<file path="src/tmcw_pkg.sv">
`default_nettype none
package tmcw_pkg;

  localparam int COL_W  = 7;
  localparam int ROW_W  = 5;
  localparam int LIN_W  = 11;
  localparam int LINE_W = 6;

  typedef enum logic [2:0] {
    REQ_BYTE   = 3'd0,
    REQ_CLEAR  = 3'd1,
    REQ_SETCUR = 3'd2,
    REQ_SCROLL = 3'd3,
    REQ_COLOR  = 3'd4,
    REQ_READ   = 3'd5
  } req_e;

  typedef enum logic [2:0] {
    K_NOP, K_PRINT, K_NEWLINE, K_CLEAR, K_SETCUR, K_SCROLL, K_READ
  } kind_e;

  typedef enum logic [1:0] {ESC_NONE, ESC_FG, ESC_BG} esc_e;

  typedef enum logic [2:0] {
    B_IDLE, B_SWEEP, B_PLACE_RD, B_PLACE_WR, B_READ_RD, B_READ_CAP, B_RESULT
  } bstate_e;

  localparam logic [7:0] CH_NEWLINE = 8'd10;
  localparam logic [7:0] CH_ESC_FG  = 8'd14;
  localparam logic [7:0] CH_ESC_BG  = 8'd15;
  localparam logic [3:0] CURSOR_FG  = 4'd7;

  // one classified command for the back end
  typedef struct packed {
    kind_e                    kind;
    logic [7:0]               ch;
    logic [7:0]               attr;
    logic                     place;
    logic [COL_W-1:0]         px;
    logic [ROW_W-1:0]         py;
    logic [LINE_W-1:0]        lines;
  } entry_t;

  typedef struct packed {
    logic full;
    logic empty;
  } qstat_t;

endpackage
`default_nettype wire

</file>
<file path="src/tmcw_fifo.sv">
`default_nettype none
module tmcw_fifo (
  input  wire                  clk_i,
  input  wire                  rst_ni,
  input  wire                  push_i,
  input  tmcw_pkg::entry_t     wdata_i,
  input  wire                  pop_i,
  output tmcw_pkg::entry_t     rdata_o,
  output tmcw_pkg::qstat_t     stat_o
);
  import tmcw_pkg::*;

  entry_t     mem_q [2];
  logic       wp_q, rp_q;
  logic [1:0] cnt_q;

  always_ff @(posedge clk_i) begin
    if (push_i) mem_q[wp_q] <= wdata_i;
  end

  always_ff @(posedge clk_i or negedge rst_ni) begin
    if (!rst_ni) begin
      wp_q  <= 1'b0;
      rp_q  <= 1'b0;
      cnt_q <= 2'd0;
    end else begin
      if (push_i) wp_q <= ~wp_q;
      if (pop_i)  rp_q <= ~rp_q;
      cnt_q <= cnt_q + 2'(push_i) - 2'(pop_i);
    end
  end

  assign rdata_o      = mem_q[rp_q];
  assign stat_o.full  = (cnt_q == 2'd2);
  assign stat_o.empty = (cnt_q == 2'd0);
endmodule
`default_nettype wire

</file>
<file path="config.mk">
export PLATFORM = sky130hd
export DESIGN_NAME = tmcw_fifo
export DESIGN_NICKNAME = d
export VERILOG_FILES = /design/src/tmcw_pkg.sv /design/src/tmcw_fifo.sv
export SDC_FILE = /design/constraint.sdc
export NUM_CORES = 1
export LEC_CHECK = 0
export ABC_AREA = 1
export BUFFER_PORTS_ARGS = -buffer_cell sky130_fd_sc_hd__buf_2
export CAP_MARGIN = 20
export CORE_MARGIN = 2
export CORE_UTILIZATION = 50
export CTS_BUF_LIST = sky130_fd_sc_hd__clkbuf_4
export CTS_CLUSTER_DIAMETER = 120
export DETAILED_ROUTE_END_ITERATION = 6
export GPL_ROUTABILITY_DRIVEN = 0
export GPL_TIMING_DRIVEN = 0
export PLACE_DENSITY = 0.81
export SYNTH_ARGS = -nofsm -noshare
export SYNTH_HDL_FRONTEND = slang
export SYNTH_SLANG_ARGS = --single-unit
</file>
<file path="constraint.sdc">
create_clock -name clk_i -period 3.5 [get_ports clk_i]
set_input_delay 0.525 -clock clk_i [delete_from_list [all_inputs] [get_ports clk_i]]
set_output_delay 0.525 -clock clk_i [all_outputs]
set_load 0.01 [all_outputs]
</file>
* Yosys cells after proc, flatten, opt, wreduce, memory -nomap -nowiden
Memory sizes are Yosys's and may differ from the RTL's.
Cells that the tools add are included.
** Cells by class
- $add $sub $neg :: 2
- Eq/ne operators :: 1
- Multiplexer cells :: 2
- Bitwise operators :: 2
- Reductions and logical operators :: 1
** Operators by type and width (count)
- 2-bit by 1-bit adder with 2-bit output :: 1
- 2-bit equality test (second input constant) :: 1
- 2-bit zero test :: 1
- 1-bit 2-to-1 mux :: 2
- 1-bit inverter :: 2
- 2-bit by 1-bit subtractor with 2-bit output :: 1
** Storage, ports and cells
- Bits in registers :: 4
- Memory bits (writable) :: 76
- Input port bits :: 42
- Output and inout bits :: 40
- Word-level logic and storage cells :: 12
- Memories kept :: 1
** Memories
- mem_q :: words 2, bits a word 38, rd ports 1, clocked after Yosys merged registers in 0, wr ports 1, RTL line tmcw_fifo.sv:13 : entry_t mem_q [2];

* Depth between registers and ports, before layout
- Depth in word-level cells :: 2
- Mapped depth :: 7
- Mapped depth without buffers :: 7

* Least setup slack after synthesis
OpenSTA, ideal clock, no wires.
- Kind :: input-to-reg
- Start :: in push_i
- End :: mem mem_q[0][0] in the netlist's numbering, enable pin
- Setup time :: 0.434 ns
- Arrival :: 2.164 ns
- Data required time :: 3.066 ns
- Path slack :: 0.901 ns
- Cell stages on the path :: 2
- Path buffers :: 0
- Path through :: inv_1 -> nor2_1
** Between the ends
- Cells in the longest elaborated chain, start to end :: 2
** Ends and longest elaborated chain
- start, declared :: RTL line tmcw_fifo.sv:5 : input wire push_i,
- 1-bit 2-to-1 mux :: RTL line tmcw_fifo.sv:18 : if (push_i) mem_q[wp_q] <= wdata_i;
- 1-bit 2-to-1 mux (not written as such) :: RTL line tmcw_fifo.sv:18
- end, declared :: RTL line tmcw_fifo.sv:13
Every way passes these cells.

==> Flow_metrics.wiki <==
{| class="wikitable"
! Metric !! Value
|-
| Pin count of the biggest net entering global routing || 39
|-
| Pre-CTS setup slack || 1.750 ns
|-
| Relative contribution of combinational cells to total power || 32.4%
|-
| Clock tree from TritonCTS || built
|-
| Filler instances || 466
|-
| Number of antenna violations at the first check in global routing || 0
|-
| Total placed cells including tap cells || 380
|-
| Total clock sinks || 80
|-
| CP delay by family, top || buffers and inverters
|-
| Relative contribution of the clock network to total power || 20.4%
|-
| DR pass1 iterations || 4
|-
| Part of the Yosys area used for sequential elements || 78.78%
|-
| Post-route worst setup slack || 1.457 ns
|-
| Critical path arrival || 1.52 ns
|-
| Number of library cell types mapped by synthesis || 14
|-
| Setup repair after global routing missed its margin || no
|-
| Max clock buf depth || 2
|-
| Clock transition at the registers of the reported paths || 0.12 ns
|-
| Count of hold buffers inserted by post-cts repair || 1
|-
| Setup Crit Path Kind || reg -> out
|-
| Sequential fraction of design power || 47.2%
|-
| Height of the die || 81.77 um
|-
| Final routed DRC violation total || 0
|-
| Post-Syn Area per Cell || 13.56 um^2
|-
| Tightest Pin Transition || 0.8353 ns
|-
| Maximum level of the CTS H-tree || 3
|-
| Required arrival time at the worst endpoint || 2.97 ns
|-
| Final Max Tran Viols || 0
|-
| Critical Path Slowest Stage Cell || sky130_fd_sc_hd__dfrtp_1
|-
| Number of top-level pins || 82
|-
| Fin Clk Skew || 0.006636 ns
|-
| Register Area || 0.002382 mm^2
|-
| Wire length of the first global-routing pass || 7638 um
|-
| Iter 0 DRT Violations || 89
|-
| Sw frac || 32.57%
|-
| Cell chain of the critical path || clkbuf_1 -> o21ai_0 -> buf_2
|-
| Netlist area before placement || 0.003024 mm^2
|-
| Buf/Inv on CP || 2
|-
| Number of buffers added by the clock tree synthesis step || 9
|-
| Run status || complete, no violations
|-
| Row count || 28
|-
| Fin crit share || 58.37%
|-
| Switching component of the power || 0.9187 mW
|-
| Highest-count cells in the layout ignoring fill and taps || sky130_fd_sc_hd__buf_2 (83), sky130_fd_sc_hd__edfxtp_1 (76), sky130_fd_sc_hd__inv_1 (44), sky130_fd_sc_hd__nand2_1 (44), sky130_fd_sc_hd__o21ai_0 (30)
|-
| Final nets || 361
|-
| Area used by multi-input combinational logic || 421.7 um^2
|-
| Maximum fanout encountered on the critical timing path || 10
|-
| Number of buffer cells added on primary ports || 81
|-
| Worst vdd rail ir drop || 0.0004712 V
|-
| Post-synth net total || 267
|-
| Type of the worst min-delay path || in -> reg
|-
| Critical Path Sink Type || output pin
|-
| Master cell of the clock root buffer || sky130_fd_sc_hd__clkbuf_4
|-
| Most frequent standard cell in the layout excluding fill and tap cells || sky130_fd_sc_hd__buf_2
|-
| Vias/cell || 4.669
|-
| Vias in the first global route || 1784
|-
| Minimum clock period after layout || 2.043 ns
|-
| Initial standard-cell utilization of the core || 51.38%
|-
| Slew HR || 44.23%
|-
| Synthesis-to-layout area growth || 22.80%
|-
| Floorplan core area || 0.005886 mm^2
|-
| Cell Count, Final, Fillers Out || 396
|-
| Count of antenna-violating nets left after detailed routing || 0
|-
| Average wire length per cell after detail routing || 12.55 um
|-
| Cell internal power dissipation || 1.902 mW
|-
| Power density over the cells || 759.7 mW/mm^2
|-
| Area of the die || 0.006686 mm^2
|-
| Tot GR Track Use || 15.91%
|-
| Yosys warnings || 0
|-
| Die extent in x || 81.77 um
|-
| Sum of net half-perimeters after detailed placement || 3362 um
|-
| Hold violation count in the final report || 0
|-
| Number of setup buffers added after CTS || 0
|-
| Setup violation total in the final timing report || 0
|-
| Layout cell share with drive strength beyond 1 || 32.71%
|-
| Leakage || 1.632 nW
|-
| Gate count of the mapped netlist || 223
|-
| Leftover overflow at the end of global routing || 0
|-
| Yosys reg bits || 80
|-
| Reported max-cap violation count || 0
|-
| Finished layout cell area || 0.003714 mm^2
|-
| Post-detailed-routing wire length || 4968 um
|-
| Number of gates resized after cts || 0
|-
| N_diodes || 0
|-
| Placed standard-cell area || 0.003551 mm^2
|-
| Biggest cell delay along the critical path || 0.43 ns
|-
| Number of vias in the routed layout || 1849
|-
| Clock latency on the worst-skew pair || 0.40 ns
|-
| Achievable frequency || 0.4895 GHz
|-
| Startpoint kind of the worst setup timing path || flop
|}
power by group through the flow:
stage | logic [mW] | registers, mW | clock network (mW)
detailed placement | 0.937 | 1.36 | 0
CTS | 0.941 | 1.33 | 0.592
global route | 1.04 | 1.35 | 0.633
finish | 0.913 | 1.33 | 0.576
global placement | 0.903 | 1.36 | 0
floorplan | 0.548 | 1.34 | 0
logic make-up (layout without fill, tap and decap cells):
group | after synthesis | count (layout) | synth area share [%]
AND/OR/NAND/NOR | 48 | 48 | 5.999
XOR/XNOR | 2 | 2 | 0.5793
flip-flops | 80 | 80 | 78.78
buffers and inverters | 53 | 151 | 7.530
AO/OA/AOI/OAI | 38 | 38 | 6.289
adder cells (fa/ha/maj) | 2 | 2 | 0.8273
synthesized netlist by cell type:
| cell type | instances | share of area (%) |
|---|---|---|
| sky130_fd_sc_hd__buf_2 | 2 | 0.33 |
| sky130_fd_sc_hd__clkbuf_1 | 2 | 0.25 |
| sky130_fd_sc_hd__xor2_1 | 2 | 0.58 |
| sky130_fd_sc_hd__buf_6 | 3 | 1.1 |
| sky130_fd_sc_hd__inv_1 | 45 | 5.6 |
| sky130_fd_sc_hd__o21ai_0 | 30 | 5.0 |
| sky130_fd_sc_hd__nand2_1 | 44 | 5.5 |
| sky130_fd_sc_hd__buf_4 | 1 | 0.25 |
| sky130_fd_sc_hd__nor2_1 | 3 | 0.37 |
| sky130_fd_sc_hd__nand3_1 | 1 | 0.17 |
| sky130_fd_sc_hd__o21ai_1 | 8 | 1.3 |
| sky130_fd_sc_hd__edfxtp_1 | 76 | 75 |
| sky130_fd_sc_hd__ha_1 | 2 | 0.83 |
| sky130_fd_sc_hd__dfrtp_1 | 4 | 3.3 |
registers in the layout, summed over array words and instances (netlist names):
register,cells
cnt_q,2
rp_q,1
wp_q,1
mem_q,76
final timing paths:
path | depth (start not counted) | slack [ns] | startpoint | endpoint
setup / recovery | 3 | 1.46 | rp_q | rdata_o[32]
hold / removal | 1 | 0.30 | wdata_i[28] | mem_q[1][28]
setup reg to reg | 2 | 1.99 | wp_q | mem_q[1][20]
hold reg to reg | 1 | 0.56 | wp_q | wp_q
max in group asynchronous | 2 | 2.92 | rst_ni | wp_q
min in group asynchronous | 2 | 0.46 | rst_ni | rp_q
layout make-up:
type                    count  share of cell area [%]
flip-flops and latches     80                   64.15
repair buffers             83                   11.73
multi-input cells          90                   11.35
inverters                  45                   4.549
well taps                  75                   2.527
clock inverters             6                   2.291
clock buffers               9                   1.819
plain buffers               8                   1.584
per-layer routing:
layer / track usage (%) / routed length (um)
met4: 9.333 / 111
met3: 3.297 / 259
met2: 29.35 / 2696
met1: 16.50 / 1900
met5: 0 / 0
per-stage QoR:
step | hold slack (ns) | power, mW | TNS [ns] | utilization, %
3_5_place_dp | 0.3349 | 2.294 | 0 | 60.33
5_1_grt | 0.2741 | 3.022 | 0 | 63.10
3_3_place_gp | 0.3361 | 2.258 | -2.299 | 59.86
6_report | 0.3009 | 2.821 | 0 | 63.10
2_1_floorplan | 0.2294 | 1.892 | 0 | -
4_1_cts | 0.2744 | 2.867 | 0 | 63.10
(Power assumes the default switching activity.)
