`config.mk`:
```
export PLATFORM = sky130hd
export DESIGN_NAME = tmcw_front
export DESIGN_NICKNAME = d
export VERILOG_FILES = /design/src/tmcw_pkg.sv /design/src/tmcw_front.sv
export SDC_FILE = /design/constraint.sdc
export NUM_CORES = 1
export LEC_CHECK = 0
export ABC_AREA = 1
export BUFFER_PORTS_ARGS = -buffer_cell sky130_fd_sc_hd__buf_4
export CAP_MARGIN = 20
export CORE_MARGIN = 2
export CORE_UTILIZATION = 43
export CTS_BUF_LIST = sky130_fd_sc_hd__clkbuf_8
export CTS_CLUSTER_SIZE = 30
export DETAILED_ROUTE_END_ITERATION = 10
export PLACE_DENSITY_LB_ADDON = 0.25
export SLEW_MARGIN = 40
export SYNTH_ARGS = -nofsm -noshare
export SYNTH_HDL_FRONTEND = slang
export SYNTH_SLANG_ARGS = --single-unit
```
`constraint.sdc`:
```
create_clock -name clk_i -period 1.98 [get_ports clk_i]
set_input_delay 0.396 -clock clk_i [delete_from_list [all_inputs] [get_ports clk_i]]
set_output_delay 0.396 -clock clk_i [all_outputs]
set_load 0.05 [all_outputs]
```
`src/tmcw_pkg.sv`:
```
`default_nettype none
package tmcw_pkg;

  localparam int COL_W  = 7;
  localparam int ROW_W  = 5;
  localparam int LIN_W  = 11;
  localparam int LINE_W = 6;

  typedef enum logic [2:0] {
    REQ_BYTE   = 3'd0,
    REQ_CLEAR  = 3'd1,
    REQ_SETCUR = 3'd2,
    REQ_SCROLL = 3'd3,
    REQ_COLOR  = 3'd4,
    REQ_READ   = 3'd5
  } req_e;

  typedef enum logic [2:0] {
    K_NOP, K_PRINT, K_NEWLINE, K_CLEAR, K_SETCUR, K_SCROLL, K_READ
  } kind_e;

  typedef enum logic [1:0] {ESC_NONE, ESC_FG, ESC_BG} esc_e;

  typedef enum logic [2:0] {
    B_IDLE, B_SWEEP, B_PLACE_RD, B_PLACE_WR, B_READ_RD, B_READ_CAP, B_RESULT
  } bstate_e;

  localparam logic [7:0] CH_NEWLINE = 8'd10;
  localparam logic [7:0] CH_ESC_FG  = 8'd14;
  localparam logic [7:0] CH_ESC_BG  = 8'd15;
  localparam logic [3:0] CURSOR_FG  = 4'd7;

  // one classified command for the back end
  typedef struct packed {
    kind_e                    kind;
    logic [7:0]               ch;
    logic [7:0]               attr;
    logic                     place;
    logic [COL_W-1:0]         px;
    logic [ROW_W-1:0]         py;
    logic [LINE_W-1:0]        lines;
  } entry_t;

  typedef struct packed {
    logic full;
    logic empty;
  } qstat_t;

endpackage
`default_nettype wire

```
`src/tmcw_front.sv`:
```
`default_nettype none
module tmcw_front #(
  parameter int COLS = 80,
  parameter int ROWS = 25
) (
  input  wire                  clk_i,
  input  wire                  rst_ni,
  input  wire                  in_valid_i,
  output logic                 in_ready_o,
  input  wire  [2:0]           req_type_i,
  input  wire  [7:0]           char_byte_i,
  input  wire                  last_byte_i,
  input  wire  [6:0]           pos_x_i,
  input  wire  [4:0]           pos_y_i,
  input  wire  [4:0]           line_count_i,
  input  wire  [3:0]           new_color_i,
  input  wire                  is_foreground_i,
  input  wire                  busy_i,
  input  tmcw_pkg::qstat_t     qstat_i,
  output logic                 push_o,
  output tmcw_pkg::entry_t     entry_o
);
  import tmcw_pkg::*;

  esc_e       esc_q, esc_d;
  logic [3:0] fg_q, fg_d, bg_q, bg_d;
  logic       take;

  assign in_ready_o = !qstat_i.full && !busy_i;
  assign take       = in_valid_i && in_ready_o;
  assign push_o     = take;

  always_comb begin
    esc_d         = esc_q;
    fg_d          = fg_q;
    bg_d          = bg_q;
    entry_o.kind  = K_NOP;
    entry_o.ch    = char_byte_i;
    entry_o.attr  = {bg_q, fg_q};
    entry_o.place = 1'b0;
    entry_o.px    = ({1'b0, pos_x_i} > 8'(COLS - 1)) ? COL_W'(COLS - 1) : pos_x_i;
    entry_o.py    = ({1'b0, pos_y_i} > 6'(ROWS - 1)) ? ROW_W'(ROWS - 1) : pos_y_i;
    entry_o.lines = ({1'b0, line_count_i} > 6'(ROWS)) ? LINE_W'(ROWS)
                                                      : {1'b0, line_count_i};
    case (req_type_i)
      REQ_BYTE: begin
        if (esc_q != ESC_NONE) begin
          if (char_byte_i inside {[8'd16:8'd31]}) begin
            if (esc_q == ESC_FG) fg_d = char_byte_i[3:0];
            else                 bg_d = char_byte_i[3:0];
          end
          esc_d = ESC_NONE;
        end else if (char_byte_i == CH_NEWLINE) begin
          entry_o.kind = K_NEWLINE;
        end else if (char_byte_i == CH_ESC_FG) begin
          esc_d = ESC_FG;
        end else if (char_byte_i == CH_ESC_BG) begin
          esc_d = ESC_BG;
        end else if (char_byte_i inside {[8'd32:8'd127]}) begin
          entry_o.kind = K_PRINT;
        end
        if (last_byte_i) begin
          esc_d         = ESC_NONE;
          entry_o.place = 1'b1;
        end
      end
      REQ_CLEAR: begin
        entry_o.kind  = K_CLEAR;
        entry_o.place = 1'b1;
      end
      REQ_SETCUR: begin
        entry_o.kind  = K_SETCUR;
        entry_o.place = 1'b1;
      end
      REQ_SCROLL: begin
        entry_o.kind  = K_SCROLL;
        entry_o.place = 1'b1;
      end
      REQ_COLOR: begin
        if (is_foreground_i) fg_d = new_color_i;
        else                 bg_d = new_color_i;
      end
      REQ_READ: entry_o.kind = K_READ;
      default: ;
    endcase
  end

  always_ff @(posedge clk_i or negedge rst_ni) begin
    if (!rst_ni) begin
      esc_q <= ESC_NONE;
      fg_q  <= 4'd15;
      bg_q  <= 4'd0;
    end else if (take) begin
      esc_q <= esc_d;
      fg_q  <= fg_d;
      bg_q  <= bg_d;
    end
  end
endmodule
`default_nettype wire

```
Word level (Yosys, flattened, before mapping)
Cells that the tools add are included.
{"block": "totals", "regBits": 10, "inputBits": 40}
{"block": "classes", "n_lt_le_gt_ge": 7, "eq_ne": 16, "mux": 26, "n_reduce_logical": 14}
{"op": "two-way mux 4 bit", "n": 8}
{"op": "== test 8 x 4 -> 1 bit, second input constant", "n": 3}
{"op": "one-hot mux 4 bit (2 select lines)", "n": 2}
{"op": "one-hot mux 3 bit (5 select lines)", "n": 1}
{"op": "two-way mux 2 bit", "n": 7}
{"op": "!= test 2 bit, second input constant", "n": 6}
{"op": "AND reduction 6 bit", "n": 2}
{"op": "> comparator 5 bit, second input constant", "n": 2}
{"op": "two-way mux 5 bit", "n": 2}
{"op": "greater-or-equal comparator 8 x 5 -> 1 bit, second input constant", "n": 1}
{"op": "greater-or-equal comparator 8 x 6 -> 1 bit, second input constant", "n": 1}
{"op": "<= comparator 8 x 5 -> 1 bit, second input constant", "n": 1}
{"op": "<= comparator 8 x 7 -> 1 bit, second input constant", "n": 1}
{"op": "> comparator 7 bit, second input constant", "n": 1}
{"op": "two-way mux 7 bit", "n": 1}
{"op": "== test 3 x 2 -> 1 bit, second input constant", "n": 2}
{"op": "== test 3 bit, second input constant", "n": 2}
{"op": "logical AND 1 bit", "n": 4}
{"op": "two-way mux 1 bit", "n": 4}
{"op": "AND reduction 4 bit", "n": 1}
{"op": "nonzero test 2 bit", "n": 2}
{"op": "nonzero test 4 bit", "n": 1}
{"op": "== test 3 x 1 -> 1 bit, second input constant", "n": 1}
{"op": "logical NOT 3 bit", "n": 1}
{"op": "other kinds (5)", "n": 6}

Depth between registers and ports, before layout
{"block": "logic_depth", "word_depth": 8, "mapped_depth": 8, "ltp_nobuf": 8}

Worst setup path before layout
Ideal clock, no wire load.
{"block": "synth_timing", "path_kind": "input -> output", "start": "input req_type_i[1]", "end": "output entry_o[36] in the netlist's numbering", "arrival_time_ns": 1.841, "required_time_ns": 1.584, "slack_ns": -0.257, "path_stages": 3, "path_buffers": 0, "cell_sequence": "nor2_4 > nand2_4 > o21ai_0"}
{"element": "from (decl)", "line": "tmcw_front.sv:10", "rtl": "input wire [2:0] req_type_i,"}
{"element": "to (decl)", "line": "tmcw_front.sv:21", "rtl": "output tmcw_pkg::entry_t entry_o"}

==> reports/results.ini <==
[worst_hold_path]
holdCritPathClass = input port to flop

[die]
boundaryPins = 80
die_x_um = 52.13
coreArea_um2 = 2191
die_area_um2 = 2717
start_util_pct = 45.46
die_height_um = 52.13
rows = 17

[yosys]
async_flop_share_pct = 100.0
synth-main-ff-cell = dfrtp_1
synth-seq-cells = 10
syn-cell-area_um2 = 996.0
postSynthCellCount = 153
synth_edf_count = 0
ys_warn_count = 0
ys_seq_area_share_pct = 25.63
synth.distinct_cells = 28
avgSynthCellArea_um2 = 6.510
syn_nets = 193

[clock_network]
clkLatencyLatePin_ns = 0.24
cts_root_buf = clkbuf_8
post-cts-setup-buffers = 0
cts.sinks = 10
cts.path.max_buffers = 2
clk_pin_slew_ns = 0.05
tritoncts = built
htreeDepth = 1
cts_buffers = 3

[worst_setup_path]
slowest_stage = dfrtp_1
cpLargestDelayFamily = flip-flops
crit_arrival_ns = 1.35
critPathRequiredTime_ns = 1.58
max_stage_delay_ns = 0.41
critical_path_class = flop to primary output
critPathCaptureType = primary output
critPathMaxFanout = 4
critical_path_buf_inv_count = 1
worstPathCellList = nor2_1 > nand4_1 > o21ai_1 > buf_4
setup.worst_path.start_class = flop

[final_layout]
synthToLayoutAreaGrowth_pct = 59.67
nFillCells = 176
final_nets = 262
drive_above_1_share_pct = 46.15
diodes = 0
final_core_util_pct = 72.59

[sta]
slew_viol_final = 0
setup_viol = 0
fin_setup_tns_ns = 0
finalHoldViolations = 0
clock.fmax_mhz = 572.9
fin_crit_sh_pct = 88.16
finClkSkew_ns = 0.002613
rsz0062_at_grt = false
min_period_ns = 1.746

[grt]
grtUsageTotal_pct = 20.12
grt_max_degree = 13
antenna_found_initial = 0
grt_pass1_vias = 1037
grt-ovfl-total = 0
grt_pass1_wl_um = 4119

[detailed_routing]
wl_per_cell_um = 11.00
routed_wl_um = 2738
drc = 0
vias = 1170
dr.pass1.iters = 4
vias_per_cell = 4.699
drt_iter0_markers = 39
drtAntennaViolNets = 0

[placed_design]
port-buffer-count = 77
place_hpwl_um = 2336
gp_congestion = 0.8425

[power]
power.leakage_nw = 0.9144
power_density_nw_per_um2 = 677.9
max-vdd-ir-drop_mv = 0.5454

[status]
status = completed

[flow_run]
max_cap_viol_count = 0

==> registers in the layout, indices dropped and copies added (netlist names) <==
signal,count
bg_q,4
fg_q,4
esc_q,2
==> worst paths after layout <==
kind | startpoint | end | slack [ns] | depth (start not counted)
min | char_byte_i[0] | esc_q[1]$_DFFE_PN0P_ | 0.46 | 3
max in group asynchronous | rst_ni | fg_q[2]$_DFFE_PN1P_ | 1.24 | 2
min in group asynchronous | rst_ni | bg_q[2]$_DFFE_PN0P_ | 0.52 | 2
max | esc_q[0]$_DFFE_PN0P_ | entry_o[36] | 0.23 | 4
max reg2reg | esc_q[0]$_DFFE_PN0P_ | fg_q[1]$_DFFE_PN1P_ | 0.75 | 7
min reg2reg | fg_q[0]$_DFFE_PN1P_ | fg_q[0]$_DFFE_PN1P_ | 0.46 | 2
==> Yosys cell counts, types with 2 or more instances <==
cell type,n,area [µm²]
dfstp_2,4,105.1
o21ai_0,4,20.02
nand2_2,3,18.77
nor2_1,15,56.30
buf_4,9,67.56
clkbuf_1,5,18.77
nand4_1,7,43.79
nand2_4,2,22.52
nor3_1,2,10.01
nor2_4,3,33.78
nand2_1,43,161.4
dfrtp_1,6,150.1
nand3_1,12,60.06
inv_1,22,82.58
inv_2,2,7.510
a21boi_0,2,15.01
==> stage by stage <==
step | setup slack [ns] | power, mW | cell area (µm²) | hold WS (ns) | instances
after floorplan | 0.04889 | 0.6391 | 996.0 | 0.1004 | 153
after global placement | 0.3534 | 0.8146 | 1525 | 0.2257 | 244
after detailed placement | 0.3142 | 0.8248 | 1525 | 0.2291 | 244
after CTS | 0.2447 | 1.084 | 1590 | 0.4627 | 249
after global routing | 0.1734 | 1.121 | 1590 | 0.4744 | 249
final | 0.2345 | 1.078 | 1590 | 0.4594 | 249
==> cell usage in the layout, fill, tap and decap left out, drive strengths merged <==
cell type     n
nand2        49
buf          78
dfrtp         6
clkinv        2
inv          24
nor2         19
a21oi         2
a31oi         1
clkbuf        4
a21boi        2
nand4         7
dlygate4sd3   1
nor3          3
nand3        13
dfstp         4
o21bai        1
o21ai         4
conb          1
==> power by group <==
group,internal (mW),switching [mW]
Sequential,0.249,0.0190
Clock,0.175,0.0810
Combinational,0.176,0.378
==> layer usage <==
layer / up-vias / routed length (µm) / track usage [%] / part of all wire [%]
met4: 0 / 63 / 8.772 / 2.3
li1: 598 / - / - / -
met1: 502 / 986 / 21.49 / 36
met3: 8 / 293 / 6.322 / 11
met5: - / 0 / 0 / 0
met2: 62 / 1394 / 35.86 / 51
==> area by class of cell <==
type	instances	area (µm²)	area share, %
repair buffers	79	595.6	37.45
multi-input cells	102	546.8	34.38
flip-flops and latches	10	255.2	16.05
inverters	26	102.6	6.452
clock buffers	4	55.05	3.462
well taps	28	35.03	2.203
==> logic make-up after synthesis <==
family | after synthesis | synth area share [%]
AOI/OAI and AO/OA | 10 | 7.035
buffers and inverters | 41 | 19.47
DFF | 10 | 25.63
other | 1 | 0.3765
and+or+nand+nor | 91 | 47.49
==> tightest hold or removal path, cell delays in order <==
cell and delay (ns):
buf_4 0.11, nand4_1 0.09, nand2_1 0.07
==> what timing repair did <==
action                                 4_1_cts  5_1_grt
gates resized for setup                      0        0
hold buffers                                 1        0
endpoints found under the hold margin        6        0
No activity file was read; power rests on OpenSTA's default activity.
